[src/design/bmhq_pkg.sv]
`timescale 1ns / 1ps
// ----------------------------------------------------------------------------
// bmhq_pkg
// Shared types, codes and default sizes for the binary min-heap queue.
// ----------------------------------------------------------------------------
package bmhq_pkg;

    localparam int DEF_CAPACITY = 256;
    localparam int DEF_KEY_BITS = 32;
    localparam int DEF_TAG_BITS = 9;

    localparam int ERR_BITS = 2;

    localparam logic OP_PUSH = 1'b0;
    localparam logic OP_POP  = 1'b1;

    localparam logic [ERR_BITS-1:0] ERR_OK    = 2'd0;
    localparam logic [ERR_BITS-1:0] ERR_EMPTY = 2'd1;
    localparam logic [ERR_BITS-1:0] ERR_FULL  = 2'd2;

    typedef enum logic [2:0] {
        ST_IDLE,
        ST_PUSH_RD,
        ST_PUSH_CMP,
        ST_POP_LOAD,
        ST_POP_RD,
        ST_POP_CMP,
        ST_DONE
    } bmhq_state_t;

endpackage

[src/design/bmhq_seq.sv]
`timescale 1ns / 1ps
// ----------------------------------------------------------------------------
// bmhq_seq
// Sift sequencer: walks the heap one level per pass, moving the hole
// instead of swapping entries.
// ----------------------------------------------------------------------------
module bmhq_seq #(
    parameter int CAPACITY = 256,
    parameter int KEY_BITS = 32,
    parameter int TAG_BITS = 9,
    parameter int IDX_W    = 8,
    parameter int CNT_W    = 9
) (
    input  logic                         clk,
    input  logic                         rst_n,
    input  logic                         in_valid,
    input  logic                         in_opcode,
    input  logic [KEY_BITS-1:0]          in_key,
    input  logic [TAG_BITS-1:0]          in_tag,
    output logic                         in_ready,
    output logic                         res_valid,
    input  logic                         res_take,
    output logic [KEY_BITS-1:0]          res_key,
    output logic [TAG_BITS-1:0]          res_tag,
    output logic [CNT_W-1:0]             res_count,
    output logic [bmhq_pkg::ERR_BITS-1:0] res_err,
    output logic                         wr_en,
    output logic [IDX_W-1:0]             wr_addr,
    output logic [KEY_BITS+TAG_BITS-1:0] wr_data,
    output logic [IDX_W-1:0]             rd_addr_a,
    output logic [IDX_W-1:0]             rd_addr_b,
    input  logic [KEY_BITS+TAG_BITS-1:0] rd_data_a,
    input  logic [KEY_BITS+TAG_BITS-1:0] rd_data_b
);

    import bmhq_pkg::*;

    localparam int CH_W = IDX_W + 2;

    bmhq_state_t         state_reg,   state_next;
    logic [IDX_W-1:0]    pos_reg,     pos_next;
    logic [CNT_W-1:0]    count_reg,   count_next;
    logic [KEY_BITS-1:0] cur_key_reg, cur_key_next;
    logic [TAG_BITS-1:0] cur_tag_reg, cur_tag_next;
    logic [KEY_BITS-1:0] res_key_reg, res_key_next;
    logic [TAG_BITS-1:0] res_tag_reg, res_tag_next;
    logic [ERR_BITS-1:0] res_err_reg, res_err_next;

    logic [IDX_W-1:0]    parent_idx;
    logic [CH_W-1:0]     left_idx;
    logic [CH_W-1:0]     right_idx;
    logic [CNT_W-1:0]    last_idx;
    logic [KEY_BITS-1:0] key_a;
    logic [KEY_BITS-1:0] key_b;
    logic                left_ok;
    logic                right_ok;
    logic                take_left;
    logic                take_right;

    assign parent_idx = (pos_reg - IDX_W'(1)) >> 1;
    assign left_idx   = {1'b0, pos_reg, 1'b1};
    assign right_idx  = left_idx + CH_W'(1);
    assign last_idx   = count_reg - CNT_W'(1);
    assign key_a      = rd_data_a[KEY_BITS-1:0];
    assign key_b      = rd_data_b[KEY_BITS-1:0];

    // Smaller child with strict compares: left first, right must beat the winner
    assign left_ok    = left_idx < CH_W'(count_reg);
    assign right_ok   = right_idx < CH_W'(count_reg);
    assign take_left  = left_ok && (key_a < cur_key_reg);
    assign take_right = right_ok && (take_left ? (key_b < key_a) : (key_b < cur_key_reg));

    always_ff @(posedge clk or negedge rst_n)
    begin
        if (!rst_n)
        begin
            state_reg <= ST_IDLE;
            count_reg <= '0;
        end
        else
        begin
            state_reg <= state_next;
            count_reg <= count_next;
        end
    end

    always_ff @(posedge clk)
    begin
        pos_reg     <= pos_next;
        cur_key_reg <= cur_key_next;
        cur_tag_reg <= cur_tag_next;
        res_key_reg <= res_key_next;
        res_tag_reg <= res_tag_next;
        res_err_reg <= res_err_next;
    end

    always_comb
    begin
        state_next   = state_reg;
        pos_next     = pos_reg;
        count_next   = count_reg;
        cur_key_next = cur_key_reg;
        cur_tag_next = cur_tag_reg;
        res_key_next = res_key_reg;
        res_tag_next = res_tag_reg;
        res_err_next = res_err_reg;
        wr_en        = 1'b0;
        wr_addr      = pos_reg;
        wr_data      = {cur_tag_reg, cur_key_reg};
        rd_addr_a    = '0;
        rd_addr_b    = '0;
        in_ready     = 1'b0;
        res_valid    = 1'b0;

        case (state_reg)
            ST_IDLE:
            begin
                in_ready = 1'b1;
                if (in_valid)
                begin
                    res_key_next = '0;
                    res_tag_next = '0;
                    res_err_next = ERR_OK;
                    if (in_opcode == OP_POP)
                    begin
                        if (count_reg == '0)
                        begin
                            res_err_next = ERR_EMPTY;
                            state_next   = ST_DONE;
                        end
                        else
                        begin
                            // Fetch root and last entry together
                            rd_addr_a  = '0;
                            rd_addr_b  = last_idx[IDX_W-1:0];
                            state_next = ST_POP_LOAD;
                        end
                    end
                    else
                    begin
                        if (count_reg == CNT_W'(CAPACITY))
                        begin
                            res_err_next = ERR_FULL;
                            state_next   = ST_DONE;
                        end
                        else
                        begin
                            cur_key_next = in_key;
                            cur_tag_next = in_tag;
                            pos_next     = count_reg[IDX_W-1:0];
                            count_next   = count_reg + CNT_W'(1);
                            state_next   = ST_PUSH_RD;
                        end
                    end
                end
            end

            ST_PUSH_RD:
            begin
                if (pos_reg == '0)
                begin
                    wr_en      = 1'b1;
                    state_next = ST_DONE;
                end
                else
                begin
                    rd_addr_a  = parent_idx;
                    state_next = ST_PUSH_CMP;
                end
            end

            ST_PUSH_CMP:
            begin
                wr_en = 1'b1;
                if (key_a > cur_key_reg)
                begin
                    // Pull the parent down into the hole and climb
                    wr_data    = rd_data_a;
                    pos_next   = parent_idx;
                    state_next = ST_PUSH_RD;
                end
                else
                begin
                    state_next = ST_DONE;
                end
            end

            ST_POP_LOAD:
            begin
                res_key_next = key_a;
                res_tag_next = rd_data_a[KEY_BITS +: TAG_BITS];
                cur_key_next = key_b;
                cur_tag_next = rd_data_b[KEY_BITS +: TAG_BITS];
                count_next   = last_idx;
                pos_next     = '0;
                state_next   = (last_idx == '0) ? ST_DONE : ST_POP_RD;
            end

            ST_POP_RD:
            begin
                rd_addr_a  = left_idx[IDX_W-1:0];
                rd_addr_b  = right_idx[IDX_W-1:0];
                state_next = ST_POP_CMP;
            end

            ST_POP_CMP:
            begin
                wr_en = 1'b1;
                if (take_right)
                begin
                    wr_data    = rd_data_b;
                    pos_next   = right_idx[IDX_W-1:0];
                    state_next = ST_POP_RD;
                end
                else if (take_left)
                begin
                    wr_data    = rd_data_a;
                    pos_next   = left_idx[IDX_W-1:0];
                    state_next = ST_POP_RD;
                end
                else
                begin
                    state_next = ST_DONE;
                end
            end

            ST_DONE:
            begin
                res_valid = 1'b1;
                if (res_take)
                begin
                    state_next = ST_IDLE;
                end
            end

            default:
            begin
                state_next = ST_IDLE;
            end
        endcase
    end

    assign res_key   = res_key_reg;
    assign res_tag   = res_tag_reg;
    assign res_count = count_reg;
    assign res_err   = res_err_reg;

endmodule

[config.mk]
export PLATFORM = sky130hd
export DESIGN_NAME = bmhq_seq
export DESIGN_NICKNAME = d
export VERILOG_FILES = /design/src/design/bmhq_pkg.sv /design/src/design/bmhq_seq.sv
export SDC_FILE = /design/constraint.sdc
export NUM_CORES = 1
export LEC_CHECK = 0
export BUFFER_PORTS_ARGS = -buffer_cell sky130_fd_sc_hd__buf_2
export CORE_ASPECT_RATIO = 1.5
export CORE_MARGIN = 2
export CORE_UTILIZATION = 55
export CTS_CLUSTER_DIAMETER = 200
export DETAILED_ROUTE_END_ITERATION = 10
export PLACE_DENSITY_LB_ADDON = 0.3
export RECOVER_POWER = 50
export SETUP_SLACK_MARGIN = 0.1
export SYNTH_ARGS = -nofsm -noshare
export SYNTH_HDL_FRONTEND = slang
export SYNTH_SLANG_ARGS = --single-unit
[constraint.sdc]
create_clock -name clk -period 4 [get_ports clk]
set_clock_uncertainty 0.15 [all_clocks]
set_input_delay 0 -clock clk [delete_from_list [all_inputs] [get_ports clk]]
set_output_delay 0 -clock clk [all_outputs]
set_load 0.03 [all_outputs]
# --- After elaboration in Yosys (flattened, before gate mapping) ---
# Index checks and enable logic that the tools add are counted.
totals:
  regBits: 104
  latchBits: 0
  ram_bits: 0
  mem_bits_ro: 0
  input_bits: 128
  out_inout_bits: 120
  wordCells: 97
  n_memories: 0
classes:
  add_sub_neg: 4
  mul: 0
  div_mod_pow: 0
  magnitude_cmp: 6
  n_eq_ne: 13
  n_shift: 0
  n_mux: 52
  n_bitwise: 0
  n_reduce_logical: 14
ops:
  columns: ["operator", "n"]
  rows:
  - ["$mux W32", 4]
  - ["$pmux W32 S2", 2]
  - ["$mux W41", 3]
  - ["$lt A32 B32 Y1", 3]
  - ["$pmux W41 S2", 1]
  - ["$mux W8", 9]
  - ["$mux W9", 7]
  - ["$pmux W9 S2", 3]
  - ["$gt A32 B32 Y1", 1]
  - ["$pmux W8 S2", 2]
  - ["$pmux W8 S4", 1]
  - ["$mux W3", 7]
  - ["$pmux W3 S7", 1]
  - ["$logic_not A9 Y1", 2]
  - ["$add A9 B1 Y10 const B", 1]
  - ["$lt A10 B9 Y1", 1]
  - ["$mux W2", 5]
  - ["$ne A2 B2 Y1 const B", 5]
  - ["$add A9 B1 Y9 const B", 1]
  - ["$eq A3 B3 Y1 const B", 3]
  - ["$eq A9 B9 Y1 const B", 1]
  - ["$lt A9 B9 Y1", 1]
  - ["$sub A9 B1 Y9 const B", 1]
  - ["$logic_not A8 Y1", 1]
  - ["15 further kinds", 23]

# --- Depth between registers and ports, before layout ---
logic_depth:
  depth_word: 6
  mapped_depth: 15
  ltp_nobuf: 14

# --- Least setup slack after synthesis ---
# Ideal clock, no wire load.
synth_timing:
  path_kind: "register to output"
  startpoint: "reg pos_reg[2] (netlist: wr_addr[2])"
  endpoint: "out wr_data[15]"
  t_arrival_ns: 3.561
  required_ns: 3.850
  path_slack_ns: 0.289
  path_stages_with_launch: 15
  path_buffers: 3
  cell_sequence: "edfxtp_1 > clkbuf_1 > nand3_1 > nor2_1 > xor2_1 > ha_1 > a21o_1 > a211oi_1 > a21oi_1 > or4b_4 > buf_6 > nand2_4 > nand2_4 > buf_6 > o221ai_2"
synth_between:
  elab_chain_cells: 6
  elab_cells_between_ends: 9
  classes_between: "add/sub: 1; order compare: 2; mux: 4; reduce/logical: 2"
synth_lines:
  columns: ["element", "line_no", "text"]
  rows:
  - ["from (decl)", "bmhq_seq.sv:41", "logic [IDX_W-1:0] pos_reg, pos_next;"]
  - ["from (signal assigned)", "bmhq_seq.sv:89", "pos_reg <= pos_next;"]
  - ["branches (longest 4 deep; another with $add A9 B1 Y10)", null, null]
  - ["$mux W41 *", "bmhq_seq.sv:209", "if (take_right)"]
  - ["$pmux W41 S2 *", "bmhq_seq.sv:115", "case (state_reg)"]
  - ["to (decl)", "bmhq_seq.sv:29", "output logic [KEY_BITS+TAG_BITS-1:0] wr_data,"]
# Mark *: on every way between the ends.

# --- Worst setup path in the final report ---
layout_timing:
  startpoint: "reg cur_key_reg[25]"
  endpoint: "out wr_data[0]"
layout_between:
  elab_chain_cells: 6
  elab_cells_between_ends: 10
  classes_between: "order compare: 3; mux: 5; reduce/logical: 2"
layout_lines:
  columns: ["element", "line_no", "text"]
  rows:
  - ["from (decl)", "bmhq_seq.sv:43", "logic [KEY_BITS-1:0] cur_key_reg, cur_key_next;"]
  - ["from (signal assigned)", "bmhq_seq.sv:90", "cur_key_reg <= cur_key_next;"]
  - ["$lt A32 B32 Y1", "bmhq_seq.sv:70", "assign take_left = left_ok && (key_a < cur_key_reg);"]
  - ["$logic_and A1 B1 Y1", "bmhq_seq.sv:70", null]
  - ["$mux W1", "bmhq_seq.sv:71", "assign take_right = right_ok && (take_left ? (key_b < key_a) : (key_b < cur_key_reg));"]
  - ["$logic_and A1 B1 Y1", "bmhq_seq.sv:71", null]
  - ["$mux W41", "bmhq_seq.sv:209", null]
  - ["$pmux W41 S2 *", "bmhq_seq.sv:115", null]
# Mark *: on every way between the ends. The rest lies on a longest branch, timed or not.

==> flow_summary.yaml <==
die:
  dieArea_um2: 18500
  die_x_um: 112
  rows: 59
  coreArea_um2: 17200
  die_height_um: 165
  start_util: 0.555
  boundaryPins: 248
yosys:
  synth_compound_area_frac: 0.203
  ys_types: 62
  synth_area_leaders: "edfxtp_1 29%, ha_1 15%, o221ai_2 6.3%"
  synth_mux_area_frac: 0.0545
  synth_area_um2: 9550
  synthAdderAreaFrac: 0.152
  synth_top_family_by_area: "compound AO/OA/AOI/OAI gates"
  synth-edff-count: 92
  synth_flop_cell: "edfxtp_1"
  syn_inst: 1091
  syn_area_per_cell_um2: 8.75
  synth_nets: 1335
  ys_seq_area_frac: 0.321
  ys_ff_latch: 104
  synth_xor_area_frac: 0.0284
  yosysTopAreaCell: "edfxtp_1"
  synth-simple-area-share: 0.165
  synthArstFlopShare: 0.115
  yosysTopAreaCellShare: 0.289
  ys_warn_count: 0
final_layout:
  area_growth_pct: 39.4
  nNetsFinal: 1715
  final_layout_size_suffix_gt1_frac: 0.232
  fillers: 1167
global_routing:
  grt_pass1_wl_um: 52500
  met1_usage: 0.381
  grt_overflow: 0
  grt_max_degree: 105
  grt_usage: 0.360
  grt-busiest-layer: "met2"
  gr-usage-met2: 0.662
  first_global_vias: 10457
  met3_usage: 0.0588
  antenna_found_initial: 1
clock_network:
  h-tree-depth: 3
  clock_path_buffers: 2
  cts-root-buf: "clkbuf_16"
  cts_made_buffers: 9
  numClockSinks: 104
  clk_latency_ps: 370
  clk_pin_slew_ps: 80
  cts_tree: "done"
power:
  pwr-share-clk: 0.103
  power_density_nw_per_um2: 677
  ir_drop_uv: 483
  sw_frac_of_total: 0.527
  pwr-share-comb: 0.688
  leakagePower_nw: 6.12
  p_sw_mw: 4.75
  power_frac_seq: 0.209
  intPower_mw: 4.27
route:
  first_pass_iters: 6
  wl_per_cell_um: 22.4
  final_antenna_net_count: 0
  via_per_inst: 6.30
  drt_iter0_markers: 1050
  drc: 0
  num_vias: 10654
  wirelength_um: 37800
hold_path:
  min-delay-path-class: "in -> reg"
critical_path:
  worst_setup_path_start_kind: "flop"
  required_ps: 3850
  worst_ep_arrival_time_ps: 3770
  worst_setup_path_end_kind: "output pin"
  path_class: "reg -> out"
  path_max_fanout: 10
timing:
  rsz0062_at_grt: "yes"
  setup_viol: 0
  worstMarginPinSlew_ps: 1060
  fin_ws_ps: 79.0
  hold-worst-slack_ps: 21.7
  period_share: 0.980
  maxSlewHeadroom: 0.291
  final-max-slew-violation-count: 0
  hold_viol_final: 0
  period_needed_ps: 3920
  fmax_mhz: 255
  setup_tns_ps: 0
outcome:
  status: "complete, no violations"
placed_design:
  hpwlAfterDp_um: 23100
  io_buffers: 247
  dpl_worst_slack_ps: 317
  gp_congestion: 0.972
job:
  drv_cap: 0
## through the flow
step                cell area (um^2)  utilization  std cells  total power, mW
finish                         13300        0.774       1690             9.01
global route                   13300        0.774       1690             9.41
CTS                            12800        0.742       1664             8.24
detailed placement             11100        0.643       1520             6.96
global placement               11100        0.643       1520             6.89
floorplan                       9550            -       1091             5.45
## routing by layer
| metal | share of wire | vias to the layer above |
|---|---|---|
| li1 | - | 4679 |
| met1 | 0.33 | 4952 |
| met2 | 0.51 | 781 |
| met3 | 0.082 | 242 |
| met4 | 0.079 | 0 |
| met5 | 0 | - |
## layout by cell type (no fill, tap or decap), drive strengths merged, types with 5 or more instances in the layout
| cell type | synthesis | routed |
|---|---|---|
| buf | 22 | 225 |
| nor2 | 140 | 140 |
| dlygate4sd3 | 0 | 124 |
| inv | 121 | 124 |
| ha | 116 | 116 |
| a21oi | 97 | 97 |
| nand2 | 96 | 96 |
| edfxtp | 92 | 92 |
| clkbuf | 33 | 84 |
| o21ai | 72 | 72 |
| mux2i | 52 | 52 |
| o221ai | 44 | 44 |
| xnor2 | 27 | 27 |
| nand3 | 24 | 24 |
| nand4 | 16 | 16 |
| and3 | 13 | 13 |
| and2 | 13 | 13 |
| dfrtp | 12 | 12 |
| nand2b | 10 | 10 |
| nor3 | 8 | 8 |
| a31oi | 7 | 7 |
| nor4 | 5 | 5 |
| o211ai | 5 | 5 |
| a21o | 5 | 5 |
| a211oi | 5 | 5 |
| a221oi | 5 | 5 |
## Yosys cell counts (all sizes together) (10+ instances only)
cell type and instances:
nor2 140, inv 121, ha 116, a21oi 97, nand2 96, edfxtp 92, o21ai 72, mux2i 52
o221ai 44, clkbuf 33, xnor2 27, nand3 24, buf 22, nand4 16, and2 13, and3 13
dfrtp 12, nand2b 10
## timing repair
item / 4_1_cts / 5_1_grt
endpoints found under the hold margin: 101 / 0
buffers inserted: 4 / 18
endpoints found under the setup margin: 41 / 41
gates cloned: 0 / 7
gates resized for setup: 44 / 84
pin swaps: 4 / 18
hold buffers: 124 / 0
## final timing paths
check,startpoint,cells past startpoint,slack [ps],endpoint
worst max-delay path,cur_key_reg[25],14,80,wr_data[0]
worst max register to register,cur_key_reg[23],11,420,wr_addr[5]
worst min register to register,res_count[8],1,480,res_count[8]
min in group asynchronous,rst_n,3,590,res_count[0]
worst min-delay path,rd_data_b[15],3,20,cur_key_reg[15]
max in group asynchronous,rst_n,3,2660,res_count[4]
## cell families after synthesis
group | after synthesis
and+or+nand+nor | 343
muxes | 52
adders and majority gates | 116
DFF | 104
buffers and inverters | 177
AOI/OAI and AO/OA | 268
xor gates and xnor gates | 31
## layout make-up
type / count / area (um^2) / area share
sequential: 104 / 3060 / 0.230
multi-input combinational: 810 / 6100 / 0.459
timing repair buffer: 424 / 3120 / 0.234
tap: 213 / 267 / 0.0200
clock inverter: 7 / 70.1 / 0.00526
antenna: 1 / 2.50 / 0.000188
inverter: 122 / 460 / 0.0346
clock buffer: 9 / 225 / 0.0169
## power groups by stage
stage / sequential, mW / clock, mW / combinational [mW]
after detailed placement: 1.85 / 0 / 5.11
final: 1.88 / 0.926 / 6.21
after global routing: 1.90 / 0.952 / 6.56
after CTS: 1.82 / 0.921 / 5.50
after floorplan: 2.09 / 0 / 3.36
after global placement: 1.84 / 0 / 5.05
## worst max-delay path: stages, from the launching register on
cell       delay (ps)
edfxtp_1          370
inv_2              50
buf_4             140
ha_1              290
nand4_1           140
nor4_1            470
o311ai_0          280
a31oi_1           370
nor3_2            120
o21ai_4           200
nand3_4           170
buf_12            190
or2_1             230
o2111ai_1         150
buf_4             220
Power figures use the tool's default switching activity.
